$ cat config.mk
export PLATFORM = sky130hd
export DESIGN_NAME = frame_crc16_ccitt_checker_unit
export DESIGN_NICKNAME = d
export VERILOG_FILES = /design/src/hw/rtl/fcrc_pkg.sv /design/src/hw/rtl/fcrc_front.sv /design/src/hw/rtl/fcrc_queue.sv /design/src/hw/rtl/fcrc_back.sv /design/src/hw/rtl/frame_crc16_ccitt_checker_unit.sv
export VERILOG_INCLUDE_DIRS = /design/src /design/src/hw/rtl
export SDC_FILE = /design/constraint.sdc
export NUM_CORES = 1
export LEC_CHECK = 0
export ABC_AREA = 1
export BUFFER_PORTS_ARGS = -buffer_cell sky130_fd_sc_hd__buf_2
export CAP_MARGIN = 20
export CORE_ASPECT_RATIO = 0.9
export CORE_MARGIN = 1.5
export CORE_UTILIZATION = 41
export CTS_CLUSTER_SIZE = 20
export DETAILED_ROUTE_END_ITERATION = 8
export HOLD_SLACK_MARGIN = 0.06
export PLACE_DENSITY = 0.63
export SLEW_MARGIN = 15
export SYNTH_ARGS = -nofsm -noshare
export SYNTH_HDL_FRONTEND = slang
export SYNTH_SLANG_ARGS = --single-unit
$ cat constraint.sdc
create_clock -name i_clk -period 10.35 [get_ports i_clk]
set_clock_uncertainty 0.2 [all_clocks]
set_input_delay 2.07 -clock i_clk [delete_from_list [all_inputs] [get_ports i_clk]]
set_output_delay 2.07 -clock i_clk [all_outputs]
set_load 0.02 [all_outputs]
$ cat src/hw/rtl/assert_macros.svh
// Assertion helper macros for the RTL that checks itself (the checker top level).
// No dependencies.
`ifndef ASSERT_MACROS_SVH
`define ASSERT_MACROS_SVH

// Expression must hold at every clock edge out of reset.
`define ASSERT_ALWAYS(lbl, clk, rst_n, expr) \
    lbl: assert property (@(posedge clk) disable iff (!(rst_n)) (expr)) \
        else $error("assertion failed");

// Consequent must hold in the cycle after the antecedent.
`define ASSERT_NEXT(lbl, clk, rst_n, ante, cons) \
    lbl: assert property (@(posedge clk) disable iff (!(rst_n)) (ante) |=> (cons)) \
        else $error("assertion failed");

`endif

$ cat src/hw/rtl/fcrc_pkg.sv
// Shared types, op codes and CRC step function for the frame CRC checker.
// No dependencies.
`default_nettype none

package fcrc_pkg;

    localparam logic [15:0] CRC_INIT_WORD = 16'h1D0F;
    localparam logic [15:0] CRC_POLY      = 16'h1021;

    typedef logic [2:0] t_op;

    localparam t_op OP_CMD    = 3'd0;
    localparam t_op OP_LEN    = 3'd1;
    localparam t_op OP_PAY    = 3'd2;
    localparam t_op OP_CRC_HI = 3'd3;
    localparam t_op OP_CRC_LO = 3'd4;

    typedef struct packed {
        t_op        op;
        logic [7:0] data;
    } t_q_entry;

    // One byte through CRC-16, poly 0x1021, MSB first.
    function automatic logic [15:0] crc_feed(input logic [15:0] crc, input logic [7:0] b);
        logic [15:0] c;
        c = crc ^ {b, 8'h00};
        for (int i = 0; i < 8; i++) begin
            c = c[15] ? ((c << 1) ^ CRC_POLY) : (c << 1);
        end
        return c;
    endfunction

endpackage

`default_nettype wire

$ cat src/hw/rtl/fcrc_front.sv
// Front end: frame parser that tags each byte after the frame header with its role in the frame.
// Depends on fcrc_pkg.
`default_nettype none

module fcrc_front
    import fcrc_pkg::*;
(
    input  wire logic       i_clk,
    input  wire logic       i_rst_n,
    input  wire logic       i_accept,
    input  wire logic [7:0] i_data_byte,
    input  wire logic       i_frame_start,
    output logic            o_push,
    output t_q_entry        o_entry
);

    localparam logic [2:0] PH_IDLE   = 3'd0;
    localparam logic [2:0] PH_CMD    = 3'd1;
    localparam logic [2:0] PH_LEN    = 3'd2;
    localparam logic [2:0] PH_PAY    = 3'd3;
    localparam logic [2:0] PH_CRC_HI = 3'd4;
    localparam logic [2:0] PH_CRC_LO = 3'd5;

    logic [2:0] r_phase, n_phase;
    logic [7:0] r_bytes_left, n_bytes_left;

    always_comb begin
        n_phase      = r_phase;
        n_bytes_left = r_bytes_left;
        o_push       = 1'b0;
        o_entry.op   = OP_CMD;
        o_entry.data = i_data_byte;
        if (i_accept) begin
            priority if (i_frame_start) begin
                n_phase      = PH_CMD;
                n_bytes_left = 8'd0;
            end else begin
                unique case (r_phase)
                    PH_IDLE: begin
                    end
                    PH_CMD: begin
                        o_push     = 1'b1;
                        o_entry.op = OP_CMD;
                        n_phase    = PH_LEN;
                    end
                    PH_LEN: begin
                        o_push       = 1'b1;
                        o_entry.op   = OP_LEN;
                        n_bytes_left = i_data_byte;
                        n_phase      = (i_data_byte == 8'd0) ? PH_CRC_HI : PH_PAY;
                    end
                    PH_PAY: begin
                        o_push       = 1'b1;
                        o_entry.op   = OP_PAY;
                        n_bytes_left = r_bytes_left - 8'd1;
                        if (r_bytes_left == 8'd1) begin
                            n_phase = PH_CRC_HI;
                        end
                    end
                    PH_CRC_HI: begin
                        o_push     = 1'b1;
                        o_entry.op = OP_CRC_HI;
                        n_phase    = PH_CRC_LO;
                    end
                    PH_CRC_LO: begin
                        o_push     = 1'b1;
                        o_entry.op = OP_CRC_LO;
                        n_phase    = PH_IDLE;
                    end
                    default: begin
                        n_phase = PH_IDLE;
                    end
                endcase
            end
        end
    end

    always_ff @(posedge i_clk) begin
        if (!i_rst_n) begin
            r_phase      <= PH_IDLE;
            r_bytes_left <= 8'd0;
        end else begin
            r_phase      <= n_phase;
            r_bytes_left <= n_bytes_left;
        end
    end

endmodule

`default_nettype wire

$ cat src/hw/rtl/fcrc_queue.sv
// Small register FIFO between the parser and the CRC back end.
// Depends on fcrc_pkg.
`default_nettype none

module fcrc_queue
    import fcrc_pkg::*;
#(
    parameter int DEPTH = 4
) (
    input  wire logic                       i_clk,
    input  wire logic                       i_rst_n,
    input  wire logic                       i_push,
    input  wire t_q_entry                   i_entry,
    output logic                            o_full,
    input  wire logic                       i_pop,
    output logic                            o_head_valid,
    output t_q_entry                        o_head,
    output logic [$clog2(DEPTH + 1) - 1:0]  o_count
);

    localparam int PTR_W = (DEPTH > 1) ? $clog2(DEPTH) : 1;
    localparam int CNT_W = $clog2(DEPTH + 1);

    t_q_entry               r_mem [DEPTH];
    logic [PTR_W - 1:0]     r_wr_ptr, n_wr_ptr;
    logic [PTR_W - 1:0]     r_rd_ptr, n_rd_ptr;
    logic [CNT_W - 1:0]     r_count, n_count;
    logic                   w_do_push, w_do_pop;

    assign o_full       = (r_count == CNT_W'(DEPTH));
    assign o_head_valid = (r_count != '0);
    assign o_head       = r_mem[r_rd_ptr];
    assign o_count      = r_count;

    assign w_do_push = i_push && !o_full;
    assign w_do_pop  = i_pop && o_head_valid;

    always_comb begin
        n_wr_ptr = r_wr_ptr;
        n_rd_ptr = r_rd_ptr;
        n_count  = r_count;
        if (w_do_push) begin
            n_wr_ptr = (r_wr_ptr == PTR_W'(DEPTH - 1)) ? '0 : r_wr_ptr + PTR_W'(1);
        end
        if (w_do_pop) begin
            n_rd_ptr = (r_rd_ptr == PTR_W'(DEPTH - 1)) ? '0 : r_rd_ptr + PTR_W'(1);
        end
        if (w_do_push && !w_do_pop) begin
            n_count = r_count + CNT_W'(1);
        end else if (w_do_pop && !w_do_push) begin
            n_count = r_count - CNT_W'(1);
        end
    end

    always_ff @(posedge i_clk) begin
        if (!i_rst_n) begin
            r_wr_ptr <= '0;
            r_rd_ptr <= '0;
            r_count  <= '0;
        end else begin
            r_wr_ptr <= n_wr_ptr;
            r_rd_ptr <= n_rd_ptr;
            r_count  <= n_count;
        end
    end

    always_ff @(posedge i_clk) begin
        if (w_do_push) begin
            r_mem[r_wr_ptr] <= i_entry;
        end
    end

endmodule

`default_nettype wire

$ cat src/hw/rtl/fcrc_back.sv
// Back end: CRC accumulator, frame field capture and result register.
// Depends on fcrc_pkg.
`default_nettype none

module fcrc_back
    import fcrc_pkg::*;
(
    input  wire logic        i_clk,
    input  wire logic        i_rst_n,
    input  wire logic        i_head_valid,
    input  wire t_q_entry    i_head,
    output logic             o_pop,
    output logic             o_out_valid,
    input  wire logic        i_out_ready,
    output logic [15:0]      o_computed_crc,
    output logic [15:0]      o_received_crc,
    output logic             o_crc_ok,
    output logic [7:0]       o_frame_command,
    output logic [7:0]       o_frame_length
);

    logic [15:0] r_crc;
    logic [7:0]  r_cmd;
    logic [7:0]  r_len;
    logic [7:0]  r_crc_hi;
    logic        r_out_valid, n_out_valid;
    logic [15:0] r_out_crc;
    logic [15:0] r_out_rx;
    logic        r_out_ok;
    logic [7:0]  r_out_cmd;
    logic [7:0]  r_out_len;
    logic        w_is_last;
    logic        w_finish;
    logic [15:0] w_rx;
    logic [15:0] w_crc_base;

    assign w_is_last  = (i_head.op == OP_CRC_LO);
    assign o_pop      = i_head_valid && (!w_is_last || !r_out_valid || i_out_ready);
    assign w_finish   = o_pop && w_is_last;
    assign w_rx       = {r_crc_hi, i_head.data};
    assign w_crc_base = (i_head.op == OP_CMD) ? CRC_INIT_WORD : r_crc;

    always_comb begin
        n_out_valid = r_out_valid;
        if (w_finish) begin
            n_out_valid = 1'b1;
        end else if (i_out_ready) begin
            n_out_valid = 1'b0;
        end
    end

    always_ff @(posedge i_clk) begin
        if (!i_rst_n) begin
            r_out_valid <= 1'b0;
        end else begin
            r_out_valid <= n_out_valid;
        end
    end

    always_ff @(posedge i_clk) begin
        if (o_pop) begin
            unique case (i_head.op)
                OP_CMD: begin
                    r_cmd <= i_head.data;
                    r_crc <= crc_feed(w_crc_base, i_head.data);
                end
                OP_LEN: begin
                    r_len <= i_head.data;
                    r_crc <= crc_feed(w_crc_base, i_head.data);
                end
                OP_PAY: begin
                    r_crc <= crc_feed(w_crc_base, i_head.data);
                end
                OP_CRC_HI: begin
                    r_crc_hi <= i_head.data;
                end
                OP_CRC_LO: begin
                    r_out_crc <= r_crc;
                    r_out_rx  <= w_rx;
                    r_out_ok  <= (r_crc == w_rx);
                    r_out_cmd <= r_cmd;
                    r_out_len <= r_len;
                end
                default: begin
                end
            endcase
        end
    end

    assign o_out_valid     = r_out_valid;
    assign o_computed_crc  = r_out_crc;
    assign o_received_crc  = r_out_rx;
    assign o_crc_ok        = r_out_ok;
    assign o_frame_command = r_out_cmd;
    assign o_frame_length  = r_out_len;

endmodule

`default_nettype wire

$ cat src/hw/rtl/frame_crc16_ccitt_checker_unit.sv
// Top level of the frame CRC-16 checker: parser, queue and CRC back end.
// Depends on fcrc_pkg, fcrc_front, fcrc_queue, fcrc_back, assert_macros.svh.
//
//  channel | direction | handshake                  | beat
//  --------+-----------+----------------------------+-----------------------------------
//  in      | input     | i_in_valid / o_in_ready    | i_data_byte, i_frame_start
//  out     | output    | o_out_valid / i_out_ready  | crc, received crc, ok, cmd, length
//
// One byte per cycle while o_in_ready is high; the parser runs at line rate and a
// 16-bit CRC byte step in the back end retires one queued byte per cycle unless stalled.
// The low CRC byte is written into the queue, popped by the back end, then registered as the result.
// Synchronous active-low reset clears parser phase, queue pointers and out valid.
// Only the end-of-frame beat stalls the back end when the result is not taken;
// the queue (QUEUE_DEPTH beats) then fills before o_in_ready drops.
`default_nettype none
`include "assert_macros.svh"

module frame_crc16_ccitt_checker_unit
    import fcrc_pkg::*;
#(
    parameter int QUEUE_DEPTH = 4
) (
    input  wire logic        i_clk,
    input  wire logic        i_rst_n,
    input  wire logic        i_in_valid,
    output logic             o_in_ready,
    input  wire logic [7:0]  i_data_byte,
    input  wire logic        i_frame_start,
    output logic             o_out_valid,
    input  wire logic        i_out_ready,
    output logic [15:0]      o_computed_crc,
    output logic [15:0]      o_received_crc,
    output logic             o_crc_ok,
    output logic [7:0]       o_frame_command,
    output logic [7:0]       o_frame_length
);

    localparam int CNT_W = $clog2(QUEUE_DEPTH + 1);

    logic               w_accept;
    logic               w_push;
    t_q_entry           w_push_entry;
    logic               w_full;
    logic               w_pop;
    logic               w_head_valid;
    t_q_entry           w_head;
    logic [CNT_W - 1:0] w_count;

    assign o_in_ready = !w_full;
    assign w_accept   = i_in_valid && o_in_ready;

    fcrc_front u_front (
        .i_clk         (i_clk),
        .i_rst_n       (i_rst_n),
        .i_accept      (w_accept),
        .i_data_byte   (i_data_byte),
        .i_frame_start (i_frame_start),
        .o_push        (w_push),
        .o_entry       (w_push_entry)
    );

    fcrc_queue #(
        .DEPTH (QUEUE_DEPTH)
    ) u_queue (
        .i_clk        (i_clk),
        .i_rst_n      (i_rst_n),
        .i_push       (w_push),
        .i_entry      (w_push_entry),
        .o_full       (w_full),
        .i_pop        (w_pop),
        .o_head_valid (w_head_valid),
        .o_head       (w_head),
        .o_count      (w_count)
    );

    fcrc_back u_back (
        .i_clk           (i_clk),
        .i_rst_n         (i_rst_n),
        .i_head_valid    (w_head_valid),
        .i_head          (w_head),
        .o_pop           (w_pop),
        .o_out_valid     (o_out_valid),
        .i_out_ready     (i_out_ready),
        .o_computed_crc  (o_computed_crc),
        .o_received_crc  (o_received_crc),
        .o_crc_ok        (o_crc_ok),
        .o_frame_command (o_frame_command),
        .o_frame_length  (o_frame_length)
    );

    `ASSERT_ALWAYS(a_count_in_range, i_clk, i_rst_n, w_count <= CNT_W'(QUEUE_DEPTH))
    `ASSERT_NEXT(a_last_gives_result, i_clk, i_rst_n,
                 w_pop && (w_head.op == OP_CRC_LO), o_out_valid)
    `ASSERT_ALWAYS(a_ok_matches, i_clk, i_rst_n,
                   !o_out_valid || (o_crc_ok == (o_computed_crc == o_received_crc)))

endmodule

`default_nettype wire

==> flow_summary.toml <==
[sta]
max_freq_mhz = 272.7
number_of_setup_violations_in_the_final_report = 0
report.final.slew_viol_count = 0
rsz_0062_raised_after_global_routing = "false"
hold_violations = 0
tns_ns = 0
final_period_minus_worst_setup_slack_ns = 3.667
fin_crit_sh_pct = 35.43
worstMarginPinSlew_ns = 0.9023
slew_headroom_pct = 39.62

[grt]
antenna_found_initial = 0
grt_use_total_pct = 17.00
first_global_vias = 4120
grt_first_pass_wirelength_um = 21060
grt_overflow_total = 0
grt_max_degree = 49

[run]
timing.max_cap.violations = 0

[synth]
net_count_of_the_mapped_netlist = 614
synth_top_family_by_area = "simple AND/OR/NAND/NOR gates"
synth_xor_area_share_pct = 1.623
synthDominantCellAreaShare_pct = 61.68
synth_area_leaders = "sky130_fd_sc_hd__edfxtp_1, sky130_fd_sc_hd__nand2_1, sky130_fd_sc_hd__dfxtp_1, sky130_fd_sc_hd__nand3_1, sky130_fd_sc_hd__inv_1"
synth_enable_flop_cells = 133
synthArstFlopShare_pct = 0
synth_compound_area_share_pct = 3.807
synthDominantAreaCellType = "sky130_fd_sc_hd__edfxtp_1"
postSynthRegisterBits = 154
share_of_the_yosys_chip_area_belonging_to_registers_pct = 68.17
syn-cell-area_sq_um = 6475
post_synth_fa_ha_maj_area_fraction_pct = 2.048
synth-simple-area-share_pct = 19.73
netlist-cell-type-count = 33
average_footprint_of_a_synthesized_cell_sq_um = 10.96
dominantRegCellSynth = "sky130_fd_sc_hd__edfxtp_1"
synth.area.mux_share_pct = 0
ys_warn_count = 0
synth_cells = 591

[floorplan]
die_h_um = 122.2
die_area_sq_um = 16560
design.core.area_sq_um = 15440
std_cell_rows = 43
floorplan.die.width_um = 135.5
initial_utilization_pct = 41.93
pin_count = 64

[clocking]
clockRootBuffer = "sky130_fd_sc_hd__clkbuf_16"
clk_latency_ns = 0.43
cts_num_sinks = 154
post-cts-setup-buffer-count = 0
tritoncts = "yes"
worst_setup_hold_path_clk_slew_ns = 0.06
cts-root-to-sink-buffers = 2
number_of_buffers_added_by_the_clock_tree_synthesis_step = 17
cts-htree-levels = 4
post_cts_resized = 0
holdBufCountCts = 0

[setup_path]
path_class = "primary input to flop"
critPathLaunch = "i_in_valid"
critical_path.max_stage_delay_ns = 0.37
end_kind = "flop"
crit_path_max_fanout = 9
critPathTopFamily = "adder cells"
timing.critical_path.buf_inv = 3
worst-endpoint-required_ns = 10.46
critPathSlowestCell = "sky130_fd_sc_hd__fa_1"
critical_path.startpoint_type = "primary input"
critical_path_arrival_ns = 3.78
cp_cell_sequence = "buf_2, nand2_1, nor2_1, nand2_1, inv_1, ha_1, inv_1, fa_1, a21oi_1, o21ai_0, o21ai_0, a21oi_1"

[power]
vdd_ir_drop_max_mv = 0.1415
pwr_density_cell_nw_per_um2 = 329.0
power.leakage_nw = 3.097

[final_layout]
antenna_cells = 0
area_of_all_placed_cells_without_fillers_sq_um = 7605
drive_above_1_share_pct = 16.84
finalNetCount = 687
areaGrowthSynthToFinish_pct = 17.45
filler_cell_count = 1370

[placement]
routabilityCongestion = 0.8262
io_buffer_count = 63
postPlaceCellArea_sq_um = 6995
dp_hpwl_um = 9246

[detailed_routing]
drt-total-wl_um = 12980
via_count = 4295
via_per_inst = 4.886
ant_nets = 0
wl_per_cell_um = 14.77
drt_first_pass_iters = 5
initialDrtViolationCount = 216
route.detailed.drc = 0

[status]
run_status = "finished clean"

[hold_path]
timing.hold.worst.class = "flop to flop"
worst_hold_startpoint = "u_back.r_len[7]$_DFFE_PP_"
==> final timing paths <==
kind	end	slack [ns]	cells after the start
setup / recovery	u_queue.o_count[2]$_SDFFE_PN0P_	6.68	12
hold / removal	u_back.o_frame_length[7]$_DFFE_PP_	0.22	0
setup reg to reg	u_queue.o_count[2]$_SDFFE_PN0P_	6.83	15
hold reg to reg	u_back.o_frame_length[7]$_DFFE_PP_	0.22	0
==> per-stage QoR <==
stage                     worst slack, ns  util [%]  instances  total power [mW]  hold slack, ns
after CTS                           6.687     49.22        879             2.527          0.2199
after floorplan                     5.287         -        591             1.655          0.2003
after global routing                6.429     49.25        879             2.684          0.2303
after detailed placement            6.230     45.30        847             1.893          0.2045
final                               6.683     49.25        879             2.502          0.2186
after global placement              6.253     45.30        847             1.857          0.2085
==> Yosys cell counts (2+ instances only) <==
| library cell | count |
|---|---|
| sky130_fd_sc_hd__a21oi_1 | 19 |
| sky130_fd_sc_hd__a22oi_1 | 2 |
| sky130_fd_sc_hd__a31oi_1 | 2 |
| sky130_fd_sc_hd__buf_2 | 5 |
| sky130_fd_sc_hd__buf_4 | 2 |
| sky130_fd_sc_hd__buf_6 | 2 |
| sky130_fd_sc_hd__clkbuf_1 | 2 |
| sky130_fd_sc_hd__dfxtp_1 | 21 |
| sky130_fd_sc_hd__edfxtp_1 | 133 |
| sky130_fd_sc_hd__ha_1 | 9 |
| sky130_fd_sc_hd__inv_1 | 60 |
| sky130_fd_sc_hd__nand2_1 | 170 |
| sky130_fd_sc_hd__nand2_2 | 7 |
| sky130_fd_sc_hd__nand3_1 | 60 |
| sky130_fd_sc_hd__nand3b_1 | 3 |
| sky130_fd_sc_hd__nand4_1 | 4 |
| sky130_fd_sc_hd__nor2_1 | 40 |
| sky130_fd_sc_hd__nor3_1 | 3 |
| sky130_fd_sc_hd__nor4_1 | 2 |
| sky130_fd_sc_hd__o21ai_0 | 19 |
| sky130_fd_sc_hd__or2_2 | 4 |
| sky130_fd_sc_hd__xnor2_1 | 5 |
| sky130_fd_sc_hd__xor2_1 | 7 |
==> state kept, by name, summed over array words and instances, names as in the netlist, 16 cells and up, named ones only <==
signal,count
u_back.o_computed_crc,16
u_back.r_crc,16
u_queue.r_mem,44
u_back.o_received_crc,16
==> worst reg2reg max path, cell delays in order, from the launching register on <==
cell and delay (ns):
sky130_fd_sc_hd__dfxtp_1 0.80, sky130_fd_sc_hd__inv_2 0.35, sky130_fd_sc_hd__nand2_1 0.15, sky130_fd_sc_hd__nand3_1 0.10, sky130_fd_sc_hd__nand2_1 0.23, sky130_fd_sc_hd__nand2_1 0.08, sky130_fd_sc_hd__nor2_1 0.13, sky130_fd_sc_hd__nand2_1 0.13
sky130_fd_sc_hd__nand2_2 0.17, sky130_fd_sc_hd__ha_1 0.16, sky130_fd_sc_hd__inv_1 0.06, sky130_fd_sc_hd__fa_1 0.37, sky130_fd_sc_hd__a21oi_1 0.15, sky130_fd_sc_hd__o21ai_0 0.11, sky130_fd_sc_hd__o21ai_0 0.15, sky130_fd_sc_hd__a21oi_1 0.05
==> logic make-up (layout without fill, tap and decap cells) <==
group | count (synthesis) | count (layout)
fa+ha+maj | 10 | 10
compound gates | 46 | 46
buf+inv | 72 | 158
xor+xnor | 12 | 12
flops | 154 | 154
simple gates | 297 | 297
==> area by class of cell <==
| type | count | area (sq um) | area share (%) |
|---|---|---|---|
| sequential | 154 | 4414 | 58.05 |
| multi-input combinational | 365 | 1774 | 23.33 |
| clock buffer | 17 | 425.4 | 5.594 |
| timing repair buffer | 65 | 330.3 | 4.344 |
| tap | 202 | 252.7 | 3.323 |
| inverter | 61 | 229.0 | 3.011 |
| clock inverter | 15 | 178.9 | 2.353 |
==> layout by cell type, fill, tap and decap left out, types with 2 or more instances in the layout <==
cell type | Yosys | final
sky130_fd_sc_hd__nand2_1 | 170 | 170
sky130_fd_sc_hd__edfxtp_1 | 133 | 133
sky130_fd_sc_hd__buf_2 | 5 | 63
sky130_fd_sc_hd__inv_1 | 60 | 60
sky130_fd_sc_hd__nand3_1 | 60 | 60
sky130_fd_sc_hd__nor2_1 | 40 | 39
sky130_fd_sc_hd__dfxtp_1 | 21 | 21
sky130_fd_sc_hd__a21oi_1 | 19 | 19
sky130_fd_sc_hd__o21ai_0 | 19 | 19
sky130_fd_sc_hd__clkbuf_16 | 0 | 17
sky130_fd_sc_hd__ha_1 | 9 | 9
sky130_fd_sc_hd__nand2_2 | 7 | 7
sky130_fd_sc_hd__xor2_1 | 7 | 7
sky130_fd_sc_hd__inv_6 | 0 | 6
sky130_fd_sc_hd__xnor2_1 | 5 | 5
sky130_fd_sc_hd__or2_2 | 4 | 4
sky130_fd_sc_hd__nand4_1 | 4 | 4
sky130_fd_sc_hd__nand3b_1 | 3 | 3
sky130_fd_sc_hd__nor3_1 | 3 | 2
sky130_fd_sc_hd__nor4_1 | 2 | 2
sky130_fd_sc_hd__a31oi_1 | 2 | 2
sky130_fd_sc_hd__a22oi_1 | 2 | 2
sky130_fd_sc_hd__inv_8 | 0 | 2
sky130_fd_sc_hd__clkinv_2 | 0 | 2
sky130_fd_sc_hd__bufinv_16 | 0 | 2
sky130_fd_sc_hd__clkinv_4 | 0 | 2
sky130_fd_sc_hd__buf_4 | 2 | 2
==> power breakdown <==
part	internal [mW]	total (mW)	switching [mW]	leakage, nW
Clock	0.364	0.626	0.262	0.300
Combinational	0.252	0.845	0.593	1.40
Sequential	0.933	1.03	0.0979	1.40
==> routing by layer <==
metal	GRT usage [%]	wire [um]
met4	6.653	216
met3	4.626	716
met2	27.39	6185
met5	0	0
met1	21.99	5860
Power figures use the tool's default switching activity.
